===== src/kpc_pkg.sv =====
`timescale 1ns / 1ps
// ----------------------------------------------------------------------------
// kpc_pkg
// Types, codes and constants shared by the key long-press classifier.
// ----------------------------------------------------------------------------
package kpc_pkg;

    localparam int MAX_KEYS = 12;
    localparam int KEY_W    = 4;
    localparam int PIN_W    = 5;
    localparam int TS_W     = 32;
    localparam int CFG_W    = 20;
    localparam int THR_W    = 31;
    localparam int GAP_W    = 2;
    localparam int ACT_W    = 2;
    localparam int CIDX_W   = 2;

    // opcodes
    localparam logic OP_PIN_EDGE = 1'b0;
    localparam logic OP_PROCESS  = 1'b1;

    // pin level after an edge
    localparam logic LVL_PRESSED  = 1'b0;
    localparam logic LVL_RELEASED = 1'b1;

    // link state
    localparam logic [GAP_W-1:0] GAP_IDLE      = 2'd0;
    localparam logic [GAP_W-1:0] GAP_ADVERTISE = 2'd1;
    localparam logic [GAP_W-1:0] GAP_CONNECTED = 2'd2;

    // link actions
    localparam logic [ACT_W-1:0] ACT_NONE       = 2'd0;
    localparam logic [ACT_W-1:0] ACT_ADV_ON     = 2'd1;
    localparam logic [ACT_W-1:0] ACT_ADV_OFF    = 2'd2;
    localparam logic [ACT_W-1:0] ACT_DISCONNECT = 2'd3;

    // register indexes
    localparam logic [CIDX_W-1:0] CFG_TICK_PERIOD = 2'd0;
    localparam logic [CIDX_W-1:0] CFG_POWER_PRESS = 2'd1;
    localparam logic [CIDX_W-1:0] CFG_RESET_PRESS = 2'd2;

    // key numbers
    localparam logic [KEY_W-1:0] KEY_NONE = 4'd0;
    localparam logic [KEY_W-1:0] KEY_ONE  = 4'd1;
    localparam logic [KEY_W-1:0] KEY_TWO  = 4'd2;

    localparam int US_PER_MS       = 1000;
    localparam int TICK_PERIOD_RST = 10;
    localparam int POWER_PRESS_RST = 3000;
    localparam int RESET_PRESS_RST = 6000;

    // thresholds in microseconds, so the ms division folds into the compare:
    // ms > P  <=>  us >= (P+1)*1000,  ms < R  <=>  us < R*1000
    localparam logic [THR_W-1:0] THR_POWER_MIN_RST = THR_W'((POWER_PRESS_RST + 1) * US_PER_MS);
    localparam logic [THR_W-1:0] THR_POWER_MAX_RST = THR_W'(RESET_PRESS_RST * US_PER_MS);
    localparam logic [THR_W-1:0] THR_RESET_MIN_RST = THR_W'((RESET_PRESS_RST + 1) * US_PER_MS);

    typedef logic [MAX_KEYS-1:0] t_mask;

    typedef struct packed {
        logic               opcode;
        logic [PIN_W-1:0]   pin;
        logic               pin_level;
        logic [TS_W-1:0]    timestamp;
        logic [GAP_W-1:0]   gap_state;
        logic               adv_on;
    } t_in_item;

    typedef struct packed {
        t_mask              key_mask;
        logic               changed;
        logic               update_advertising;
        logic [ACT_W-1:0]   adv_action;
        logic               factory_reset;
    } t_out_item;

    typedef struct packed {
        logic [CFG_W-1:0]   tick_period_us;
        logic [THR_W-1:0]   thr_power_min;
        logic [THR_W-1:0]   thr_power_max;
        logic [THR_W-1:0]   thr_reset_min;
    } t_cfg;

    // process event on its way to the decision stage
    typedef struct packed {
        t_mask              key_mask;
        logic               changed;
        logic [GAP_W-1:0]   gap_state;
        logic               adv_on;
        logic               key1_released;
        logic               pair_broken;
        logic               from_key1;
        logic [TS_W-1:0]    us_key1;
        logic [TS_W-1:0]    us_key2;
    } t_mid;

    function automatic logic [KEY_W-1:0] key_of_pin(input logic [PIN_W-1:0] pin);
        logic [KEY_W-1:0] key;
        case (pin)
            5'd4:    key = 4'd1;
            5'd0:    key = 4'd2;
            5'd12:   key = 4'd3;
            5'd1:    key = 4'd4;
            5'd2:    key = 4'd5;
            5'd3:    key = 4'd6;
            5'd5:    key = 4'd7;
            5'd6:    key = 4'd8;
            5'd7:    key = 4'd9;
            5'd8:    key = 4'd10;
            5'd9:    key = 4'd11;
            5'd11:   key = 4'd12;
            default: key = KEY_NONE;
        endcase
        return key;
    endfunction

endpackage


===== src/kpc_cfg.sv =====
`timescale 1ns / 1ps
// ----------------------------------------------------------------------------
// kpc_cfg
// Configuration registers; press limits are held pre-scaled to microseconds.
// ----------------------------------------------------------------------------
module kpc_cfg (
    input  logic                              i_clk,
    input  logic                              i_rst_n,
    input  logic                              i_cfg_valid,
    input  logic [kpc_pkg::CIDX_W-1:0]        i_cfg_index,
    input  logic [kpc_pkg::CFG_W-1:0]         i_cfg_data,
    output kpc_pkg::t_cfg                     o_cfg
);

    kpc_pkg::t_cfg r_cfg;
    kpc_pkg::t_cfg n_cfg;

    logic [kpc_pkg::THR_W-1:0] data_us;
    logic [kpc_pkg::THR_W-1:0] data_p1_us;

    // constant multiplies by 1000
    assign data_us    = kpc_pkg::THR_W'(i_cfg_data) * kpc_pkg::THR_W'(kpc_pkg::US_PER_MS);
    assign data_p1_us = data_us + kpc_pkg::THR_W'(kpc_pkg::US_PER_MS);

    always_comb begin
        n_cfg = r_cfg;
        if (i_cfg_valid) begin
            unique case (i_cfg_index)
                kpc_pkg::CFG_TICK_PERIOD: n_cfg.tick_period_us = i_cfg_data;
                kpc_pkg::CFG_POWER_PRESS: n_cfg.thr_power_min  = data_p1_us;
                kpc_pkg::CFG_RESET_PRESS: begin
                    n_cfg.thr_power_max = data_us;
                    n_cfg.thr_reset_min = data_p1_us;
                end
                default: ;
            endcase
        end
    end

    always_ff @(posedge i_clk) begin
        if (!i_rst_n) begin
            r_cfg.tick_period_us <= kpc_pkg::CFG_W'(kpc_pkg::TICK_PERIOD_RST);
            r_cfg.thr_power_min  <= kpc_pkg::THR_POWER_MIN_RST;
            r_cfg.thr_power_max  <= kpc_pkg::THR_POWER_MAX_RST;
            r_cfg.thr_reset_min  <= kpc_pkg::THR_RESET_MIN_RST;
        end else begin
            r_cfg <= n_cfg;
        end
    end

    assign o_cfg = r_cfg;

endmodule


===== src/kpc_track.sv =====
`timescale 1ns / 1ps
// ----------------------------------------------------------------------------
// kpc_track
// Input register, key mask and key 1/2 timestamps, press length products.
// ----------------------------------------------------------------------------
module kpc_track #(
    parameter int NUM_KEYS = 12
) (
    input  logic                 i_clk,
    input  logic                 i_rst_n,
    input  logic                 i_valid,
    output logic                 o_stall,
    input  kpc_pkg::t_in_item    i_item,
    input  kpc_pkg::t_cfg        i_cfg,
    output logic                 o_mid_valid,
    input  logic                 i_mid_ready,
    output kpc_pkg::t_mid        o_mid
);

    localparam int MASK_W = (NUM_KEYS < kpc_pkg::MAX_KEYS) ? NUM_KEYS : kpc_pkg::MAX_KEYS;
    localparam logic [kpc_pkg::KEY_W:0] KEY_LIM = (kpc_pkg::KEY_W + 1)'(NUM_KEYS);

    logic                       r_s1_valid;
    kpc_pkg::t_in_item          r_s1_item;
    logic [MASK_W-1:0]          r_mask;
    logic [MASK_W-1:0]          n_mask;
    logic [MASK_W-1:0]          r_prev;
    logic [kpc_pkg::TS_W-1:0]   r_press   [2];
    logic [kpc_pkg::TS_W-1:0]   r_release [2];

    logic                       s1_is_proc;
    logic                       s1_go;
    logic                       s1_fire;
    logic                       accept;
    logic                       edge_fire;
    logic                       proc_fire;
    logic [kpc_pkg::KEY_W-1:0]  key;
    logic [kpc_pkg::KEY_W-1:0]  key_idx;
    logic                       key_ok;
    logic                       key_timed;
    kpc_pkg::t_mask             key_bit;
    kpc_pkg::t_mask             mask_now;
    kpc_pkg::t_mask             mask_prev;
    kpc_pkg::t_mask             mask_upd;
    logic [kpc_pkg::TS_W-1:0]   diff1;
    logic [kpc_pkg::TS_W-1:0]   diff2;
    logic [kpc_pkg::TS_W-1:0]   tick;

    assign s1_is_proc = (r_s1_item.opcode == kpc_pkg::OP_PROCESS);
    assign s1_go      = !s1_is_proc || i_mid_ready;
    assign s1_fire    = r_s1_valid && s1_go;
    assign o_stall    = !i_rst_n || (r_s1_valid && !s1_go);
    assign accept     = i_valid && !o_stall;
    assign edge_fire  = s1_fire && !s1_is_proc && key_ok;
    assign proc_fire  = s1_fire && s1_is_proc;

    assign key       = kpc_pkg::key_of_pin(r_s1_item.pin);
    assign key_idx   = key - kpc_pkg::KEY_ONE;
    assign key_ok    = (key != kpc_pkg::KEY_NONE) && ({1'b0, key} <= KEY_LIM);
    assign key_timed = (key == kpc_pkg::KEY_ONE) || (key == kpc_pkg::KEY_TWO);
    assign key_bit   = kpc_pkg::t_mask'(1) << key_idx;

    always_comb begin
        mask_now  = '0;
        mask_prev = '0;
        mask_now[MASK_W-1:0]  = r_mask;
        mask_prev[MASK_W-1:0] = r_prev;
    end

    assign mask_upd = (r_s1_item.pin_level == kpc_pkg::LVL_RELEASED) ?
                      (mask_now & ~key_bit) : (mask_now | key_bit);
    assign n_mask   = mask_upd[MASK_W-1:0];

    always_ff @(posedge i_clk) begin
        if (!i_rst_n) begin
            r_s1_valid   <= 1'b0;
            r_mask       <= '0;
            r_prev       <= '0;
            r_press[0]   <= '0;
            r_press[1]   <= '0;
            r_release[0] <= '0;
            r_release[1] <= '0;
        end else begin
            if (accept) begin
                r_s1_valid <= 1'b1;
            end else if (s1_fire) begin
                r_s1_valid <= 1'b0;
            end
            if (edge_fire) begin
                r_mask <= n_mask;
                if (key_timed) begin
                    if (r_s1_item.pin_level == kpc_pkg::LVL_RELEASED) begin
                        r_release[key_idx[0]] <= r_s1_item.timestamp;
                    end else begin
                        r_press[key_idx[0]] <= r_s1_item.timestamp;
                    end
                end
            end
            if (proc_fire) begin
                r_prev <= r_mask;
            end
        end
    end

    always_ff @(posedge i_clk) begin
        if (accept) begin
            r_s1_item <= i_item;
        end
    end

    // tick difference times period, wrapping at 32 bits
    assign tick  = kpc_pkg::TS_W'(i_cfg.tick_period_us);
    assign diff1 = r_release[0] - r_press[0];
    assign diff2 = r_release[1] - r_press[1];

    assign o_mid_valid = r_s1_valid && s1_is_proc;

    always_comb begin
        o_mid.key_mask      = mask_now;
        o_mid.changed       = (mask_now != mask_prev);
        o_mid.gap_state     = r_s1_item.gap_state;
        o_mid.adv_on        = r_s1_item.adv_on;
        o_mid.key1_released = mask_prev[0] && !mask_now[0];
        o_mid.pair_broken   = (mask_prev[1:0] == 2'b11) && (mask_now[1:0] != 2'b11);
        o_mid.from_key1     = mask_prev[0] ^ mask_now[0];
        o_mid.us_key1       = diff1 * tick;
        o_mid.us_key2       = diff2 * tick;
    end

endmodule


===== src/kpc_judge.sv =====
`timescale 1ns / 1ps
// ----------------------------------------------------------------------------
// kpc_judge
// Length register, threshold compares and the result register.
// ----------------------------------------------------------------------------
module kpc_judge (
    input  logic                 i_clk,
    input  logic                 i_rst_n,
    input  logic                 i_mid_valid,
    output logic                 o_mid_ready,
    input  kpc_pkg::t_mid        i_mid,
    input  kpc_pkg::t_cfg        i_cfg,
    output logic                 o_valid,
    input  logic                 i_stall,
    output kpc_pkg::t_out_item   o_item
);

    logic                   r_s2_valid;
    kpc_pkg::t_mid          r_s2;
    logic                   r_out_valid;
    kpc_pkg::t_out_item     r_out;
    kpc_pkg::t_out_item     n_out;

    logic                       s2_go;
    logic                       s2_load;
    logic [kpc_pkg::TS_W-1:0]   us_pair;
    logic                       power_hit;
    logic                       reset_hit;

    assign s2_go       = !r_out_valid || !i_stall;
    assign o_mid_ready = !r_s2_valid || s2_go;
    assign s2_load     = i_mid_valid && o_mid_ready;

    // key 1 decides when its bit changed, otherwise key 2
    assign us_pair   = r_s2.from_key1 ? r_s2.us_key1 : r_s2.us_key2;
    assign power_hit = (r_s2.us_key1 >= kpc_pkg::TS_W'(i_cfg.thr_power_min)) &&
                       (r_s2.us_key1 <  kpc_pkg::TS_W'(i_cfg.thr_power_max));
    assign reset_hit = us_pair >= kpc_pkg::TS_W'(i_cfg.thr_reset_min);

    always_comb begin
        n_out.key_mask           = r_s2.key_mask;
        n_out.changed            = r_s2.changed;
        n_out.update_advertising = r_s2.changed &&
                                   (r_s2.gap_state == kpc_pkg::GAP_ADVERTISE);
        n_out.adv_action         = kpc_pkg::ACT_NONE;
        if (r_s2.changed && r_s2.key1_released) begin
            if (r_s2.gap_state == kpc_pkg::GAP_CONNECTED) begin
                if (power_hit) begin
                    n_out.adv_action = kpc_pkg::ACT_DISCONNECT;
                end
            end else if (r_s2.adv_on) begin
                n_out.adv_action = kpc_pkg::ACT_ADV_OFF;
            end else begin
                n_out.adv_action = kpc_pkg::ACT_ADV_ON;
            end
        end
        n_out.factory_reset = r_s2.changed && r_s2.pair_broken && reset_hit;
    end

    always_ff @(posedge i_clk) begin
        if (!i_rst_n) begin
            r_s2_valid  <= 1'b0;
            r_out_valid <= 1'b0;
        end else begin
            if (s2_load) begin
                r_s2_valid <= 1'b1;
            end else if (s2_go) begin
                r_s2_valid <= 1'b0;
            end
            if (s2_go) begin
                r_out_valid <= r_s2_valid;
            end
        end
    end

    always_ff @(posedge i_clk) begin
        if (s2_load) begin
            r_s2 <= i_mid;
        end
        if (s2_go && r_s2_valid) begin
            r_out <= n_out;
        end
    end

    assign o_valid = r_out_valid;
    assign o_item  = r_out;

endmodule


===== src/key_long_press_classifier_unit.sv =====
`timescale 1ns / 1ps
// ----------------------------------------------------------------------------
// key_long_press_classifier_unit
// Tracks pressed keys from pin edges and classifies presses on process events.
// ----------------------------------------------------------------------------
//  channel  | direction | handshake              | payload
//  ---------+-----------+------------------------+---------------------------
//  in       | in        | i_valid / o_stall      | i_item  (kpc_pkg::t_in_item)
//  out      | out       | o_valid / i_stall      | o_item  (kpc_pkg::t_out_item)
//  cfg      | in        | i_cfg_valid/o_cfg_ready| i_cfg_index, i_cfg_data
//
//  One item per cycle while o_stall is low. A pin edge updates the key state
//  as it leaves the input register and gives no result. A process event
//  passes the input register, the length register (fed by the two 32-bit
//  press-length multipliers) and the result register, in that order.
//  Synchronous reset clears keys, timestamps and valid flags; no clearing pass.
//  i_stall holds the result register and backs up through o_stall.
// ----------------------------------------------------------------------------
module key_long_press_classifier_unit #(
    parameter int NUM_KEYS = 12
) (
    input  logic                          i_clk,
    input  logic                          i_rst_n,
    input  logic                          i_valid,
    output logic                          o_stall,
    input  kpc_pkg::t_in_item             i_item,
    output logic                          o_valid,
    input  logic                          i_stall,
    output kpc_pkg::t_out_item            o_item,
    input  logic                          i_cfg_valid,
    output logic                          o_cfg_ready,
    input  logic [kpc_pkg::CIDX_W-1:0]    i_cfg_index,
    input  logic [kpc_pkg::CFG_W-1:0]     i_cfg_data
);

    kpc_pkg::t_cfg  cfg;
    kpc_pkg::t_mid  mid;
    logic           mid_valid;
    logic           mid_ready;

    assign o_cfg_ready = i_rst_n;

    kpc_cfg u_cfg (
        .i_clk       (i_clk),
        .i_rst_n     (i_rst_n),
        .i_cfg_valid (i_cfg_valid),
        .i_cfg_index (i_cfg_index),
        .i_cfg_data  (i_cfg_data),
        .o_cfg       (cfg)
    );

    kpc_track #(
        .NUM_KEYS (NUM_KEYS)
    ) u_track (
        .i_clk       (i_clk),
        .i_rst_n     (i_rst_n),
        .i_valid     (i_valid),
        .o_stall     (o_stall),
        .i_item      (i_item),
        .i_cfg       (cfg),
        .o_mid_valid (mid_valid),
        .i_mid_ready (mid_ready),
        .o_mid       (mid)
    );

    kpc_judge u_judge (
        .i_clk       (i_clk),
        .i_rst_n     (i_rst_n),
        .i_mid_valid (mid_valid),
        .o_mid_ready (mid_ready),
        .i_mid       (mid),
        .i_cfg       (cfg),
        .o_valid     (o_valid),
        .i_stall     (i_stall),
        .o_item      (o_item)
    );

endmodule


===== config.mk =====
export PLATFORM = sky130hd
export DESIGN_NAME = key_long_press_classifier_unit
export DESIGN_NICKNAME = d
export VERILOG_FILES = /design/src/kpc_pkg.sv /design/src/kpc_cfg.sv /design/src/kpc_track.sv /design/src/kpc_judge.sv /design/src/key_long_press_classifier_unit.sv
export SDC_FILE = /design/constraint.sdc
export NUM_CORES = 2
export LEC_CHECK = 0
export ABC_AREA = 1
export BUFFER_PORTS_ARGS = -buffer_cell sky130_fd_sc_hd__buf_2
export CORE_ASPECT_RATIO = 0.7
export CORE_UTILIZATION = 30
export DETAILED_ROUTE_END_ITERATION = 6
export MAX_ROUTING_LAYER = met4
export PLACE_DENSITY = 0.54
export SYNTH_ARGS = -nofsm -noshare
export SYNTH_HDL_FRONTEND = slang
export SYNTH_HIERARCHICAL = 1
export SYNTH_SLANG_ARGS = --single-unit
export TNS_END_PERCENT = 20

===== constraint.sdc =====
create_clock -name i_clk -period 15.3 [get_ports i_clk]
set_clock_uncertainty 0.2 [all_clocks]
set_input_delay 0.765 -clock i_clk [delete_from_list [all_inputs] [get_ports i_clk]]
set_output_delay 0.765 -clock i_clk [all_outputs]
set_load 0.01 [all_outputs]

# ---- Yosys cells after proc, flatten, opt, wreduce, memory -nomap -nowiden
# Memories as Yosys holds them, arrays and structs flattened. A register that Yosys moved wholly into a read port is not among the register bits.
# Cells that the tools add are included.
dict set report word_totals {
  regBits 278
  mem_bits_rw 128
  romBits 64
  inputBits 69
  n_memories 3
}
dict set report classes {
  add_sub_neg 4
  mul 3
  n_lt_le_gt_ge 4
  n_eq_ne 9
  shift 1
  n_mux 28
  bitwise 4
  reduce_logical 39
}
# memory depth width read_ports rd_clocked_by_memory_dff write_ports line_no
set memory_table {}
lappend memory_table {{(name not given)} 16 4 1 1 0 kpc_pkg.sv:99} ;# case (pin)
lappend memory_table {u_track.r_press 2 32 2 0 2 kpc_track.sv:28} ;# logic [kpc_pkg::TS_W-1:0] r_press [2];
lappend memory_table {u_track.r_release 2 32 2 0 2 kpc_track.sv:29} ;# logic [kpc_pkg::TS_W-1:0] r_release [2];
# operator n
set ops {}
lappend ops {{$mux 32} 3}
lappend ops {{$ge 32x31->1} 2}
lappend ops {{$mul 32x20->32} 2}
lappend ops {{$reduce_or 32->1} 2}
lappend ops {{$sub 32x32->32} 2}
lappend ops {{$lt 32x30->1} 1}
lappend ops {{$add 30x10->31 const B} 1}
lappend ops {{$mul 20x7->27 const B} 1}
lappend ops {{$mux 1} 19}
lappend ops {{$logic_and 1x1->1} 17}
lappend ops {{$and 12x12->12} 1}
lappend ops {{$mux 12} 1}
lappend ops {{$ne 12x12->1} 1}
lappend ops {{$not 12->12} 1}
lappend ops {{$or 12x12->12} 1}
lappend ops {{$shl 1x4->12 const A} 1}
lappend ops {{$logic_not 1->1} 8}
lappend ops {{$mux 4} 2}
lappend ops {{$eq 2x2->1 const B} 3}
lappend ops {{$mux 2} 3}
lappend ops {{$reduce_and 2->1} 3}
lappend ops {{$logic_or 1x1->1} 5}
lappend ops {{$eq 2x1->1 const B} 2}
lappend ops {{$eq 4x1->1 const B} 1}
lappend ops {{8 further kinds} 9}

# ---- Logic depth before layout (Yosys ltp)
dict set report logic_depth {
  ltp_word 12
  mapped_depth 45
  depth_no_buf 45
}

# ---- Cells and area by module
# Netlist, hierarchy kept.
# mod instances cells_each area_per_inst_um2
set modules_own_cells {}
lappend modules_own_cells {kpc_track 1 4847 38264.2}
lappend modules_own_cells {kpc_cfg 1 1127 8237.9}
lappend modules_own_cells {kpc_judge 1 625 5988.2}
lappend modules_own_cells {key_long_press_classifier_unit 1 1 7.5}

# ---- Worst setup path after synthesis
# OpenSTA, ideal clock, no wires.
dict set report synth_path {
  kind {register -> register}
  startpoint {memory u_track/r_press[0][0] in the netlist's numbering}
  endpoint {register u_judge/r_s2[62] in the netlist's numbering, data pin}
  setup_ns 0.260
  arrival_ns 7.365
  t_required_ns 14.840
  setup_slack_ns 7.475
  path_stages_with_launch 36
  path_buffers 1
  path_cell_list {edfxtp_1 ha_1 fa_1 inv_1 nand3_1 nand2_1 nand2_1 nand2_1 nand2_1 nand2_1 xor2_1 inv_1 clkbuf_1 nor2_1 fa_1 inv_1 fa_1 fa_1 inv_1 fa_1 fa_1 fa_1 inv_1 fa_1 inv_1 ha_1 a21oi_1 nor2_1 a211oi_1 nor3_1 a2111oi_0 o211ai_1 a21oi_1 nor2_1 nor2_1 xor2_1}
}
# item line_no
set synth_lines {}
lappend synth_lines {{from (decl)} kpc_track.sv:28}
lappend synth_lines {{to (signal assigned)} kpc_judge.sv:78} ;# r_s2 <= i_mid;
lappend synth_lines {{to (decl)} kpc_judge.sv:19} ;# kpc_pkg::t_mid r_s2;

==> metrics.txt <==
reg2reg start u_track/r_press[0][0]; number of core rows 128; Worst R2R End u_judge/r_s2[62]; Async S/R FF share, synth 0%; register area 10800 um^2; post-synth design cell area 52500 um^2; CTS resizes 0; Worst Reg2Reg Path Length in Cells 33; Post-DRT Antenna Nets 0; Vias/cell 4.65; post-CTS setup buffers 0; synth unique cells 58; antenna violations before repair 5; slowest library cell on the worst path inv_1; Peak VDD IR 201 uV; fin. max-slew vios 0; synthesis-stage register bit count 404; Cells after Synth 6600; Max Freq 106 MHz; # hold bufs at CTS 0; hold path start i_item[19]; Post-synth EDFFs 270; Top FF cell, synth edfxtp_1; DIE AREA 177000 um^2; final design utilization 32.8%; Final nets 7854; clock-pin slew on the worst setup and hold paths 0.07 ns; GP Congestion 0.930; Wirelength per Cell 18.4 um; via count 41900; Worst Path Required 15.44 ns; Final Hold Vio Count 0; Tcrit/Tclk final 61.4%; Final setup viols 0; syn_area_per_cell 7.95 um^2; # fillers 18600; Worst Hold End u_track/r_s1_item[19]; multi-input logic area 35000 um^2; Lkg Pwr 28.5 nW; hold path depth 1; most frequent cells in the layout inv_1 (1555), nand2_1 (1425), nor2_1 (830); CP Launch Type flip-flop; CP peak stage delay 0.67 ns; hold crit path type in2reg; Slew @ Worst Pin 1.39 ns; PwrDens 189 nW/um^2; slew margin rel. 7.36%; register area share after synthesis 20.6%; CP Max Fanout 12; Sink Count 404; total track usage 19.3%; Area Overhead vs Synth 8.71%; RSZ-0062 raised after global routing false; DP Wirelength 134000 um; CTS Buffer Depth 3; number of I/O pins 89; DR DRC count 0; H-tree levels 2; largest net degree at the start of global routing 70; Final min period 9.39 ns; WS Path Type reg2reg; DIE WIDTH 502 um; CTS Buf Count 43; Routed WL 165000 um; clk_lat worst skew 0.62 ns; DR iter-0 viols 3404; DR pass1 iterations 5; run status finished, final reports clean; most common cell after layout, fill and taps aside inv_1; CP Capture Type flip-flop; synth warn 6; CTS tree built; vias in the first global route 41600; share of cells above drive strength 1 5.11%; critical path data arrival time 9.54 ns; setup TNS 0 ns; maxcap violations 0; global-route wire length before repair 253000 um; CTS root buffer clkbuf_16; GR Overflow Total 0; number of port buffers 88; reg-to-reg slack, setup 5.91 ns; most frequent CP cell fa_1; die extent in y 352 um; starting density of the core 30.2%; core footprint 174000 um^2
==> per-stage QoR <==
stage | cells | total power [mW] | setup slack [ns] | hold WS [ns] | instance area, um^2
6_report | 8999 | 10.8 | 5.91 | 0.119 | 57100
5_1_grt | 8998 | 11.9 | 5.39 | 0.0920 | 57100
4_1_cts | 8998 | 10.8 | 5.92 | 0.0846 | 57100
3_5_place_dp | 8919 | 9.67 | 5.97 | 0.205 | 55600
3_3_place_gp | 8919 | 9.61 | 5.93 | 0.206 | 55600
2_1_floorplan | 6609 | 7.44 | 7.47 | 0.200 | 52500
==> synth_stat cells (14+ instances only) <==
cell / count / area [um^2]
inv_1: 1556 / 5840
nand2_1: 1426 / 5350
nor2_1: 831 / 3120
fa_1: 778 / 15600
ha_1: 383 / 4790
edfxtp_1: 270 / 8110
a21oi_1: 261 / 1310
nand3_1: 185 / 926
clkbuf_1: 163 / 612
o21ai_0: 135 / 676
dfxtp_1: 134 / 2680
xor2_1: 81 / 709
nand4_1: 44 / 275
nor3_1: 37 / 185
nand2_2: 32 / 200
nand3b_1: 30 / 225
xnor2_1: 29 / 254
o211ai_1: 24 / 180
buf_4: 15 / 113
inv_2: 14 / 52.6
==> per-layer routing <==
layer	vias up	track usage, %	wire [um]
met5	-	-	0
met4	0	2.88	2520
met3	131	3.43	14000
met2	1368	26.8	66800
met1	20600	29.4	81900
li1	19800	-	-
==> logic make-up (layout without fill, tap and decap cells) <==
group | Yosys count | in the layout | synth area share [%]
and+or+nand+nor | 2647 | 2647 | 20.6
AOI/OAI and AO/OA | 500 | 500 | 5.26
other | 1 | 11 | 0.00714
DFF | 404 | 404 | 20.6
xor gates and xnor gates | 112 | 112 | 1.90
buffers and inverters | 1775 | 1824 | 12.9
adders and majority gates | 1161 | 1161 | 38.8
==> cell type report <==
type,count,area share [%]
sequential,404,18.9
tap,2340,5.13
timing repair buffer,164,1.77
clock buffer,57,2.09
antenna,1,0.00438
multi-input combinational,4430,61.3
clock inverter,22,0.408
inverter,1581,10.4
==> registers in the layout, indices dropped and copies added, names as in the netlist, 3 cells and up, named ones only <==
signal             cells
u_track/r_s1_item     38
u_judge/r_s2          70
u_judge/o_item        17
u_track/o_mid          3
u_track/mask_prev     12
u_cfg/o_cfg          103
u_track/r_press       64
u_track/r_release     64
u_judge/n_out         13
==> worst max-delay path by stage <==
stage	from	to	slack [ns]	depth (start not counted)
finish	u_track/r_press[0][0]	u_judge/r_s2[62]	5.91	33
CTS	u_track/r_press[0][0]	u_judge/r_s2[62]	5.92	33
detailed placement	u_track/r_press[0][0]	u_judge/r_s2[62]	5.97	33
global placement	u_track/r_release[0][0]	u_judge/r_s2[62]	5.93	34
floorplan	u_track/r_press[0][0]	u_judge/r_s2[62]	7.47	35
global route	u_track/r_press[0][0]	u_judge/r_s2[62]	5.39	33
==> worst max-delay path: cells and delay by family, from the launching register on <==
kind                       cells  cell delay (ns)
DFF                            1             0.37
buffers and inverters          5             0.88
adders and majority gates     10             4.49
and+or+nand+nor               13             1.70
AOI/OAI and AO/OA              4             1.38
xor gates and xnor gates       1             0.07
==> where the power goes <==
group	total, mW	internal, mW	switching (mW)	leakage, nW
registers	1.66	1.56	0.0969	3.71
clock network	1.08	0.606	0.471	0.697
logic	8.07	2.85	5.22	24.1
total	10.8	5.01	5.79	28.5
No activity file was read; power rests on OpenSTA's default activity.
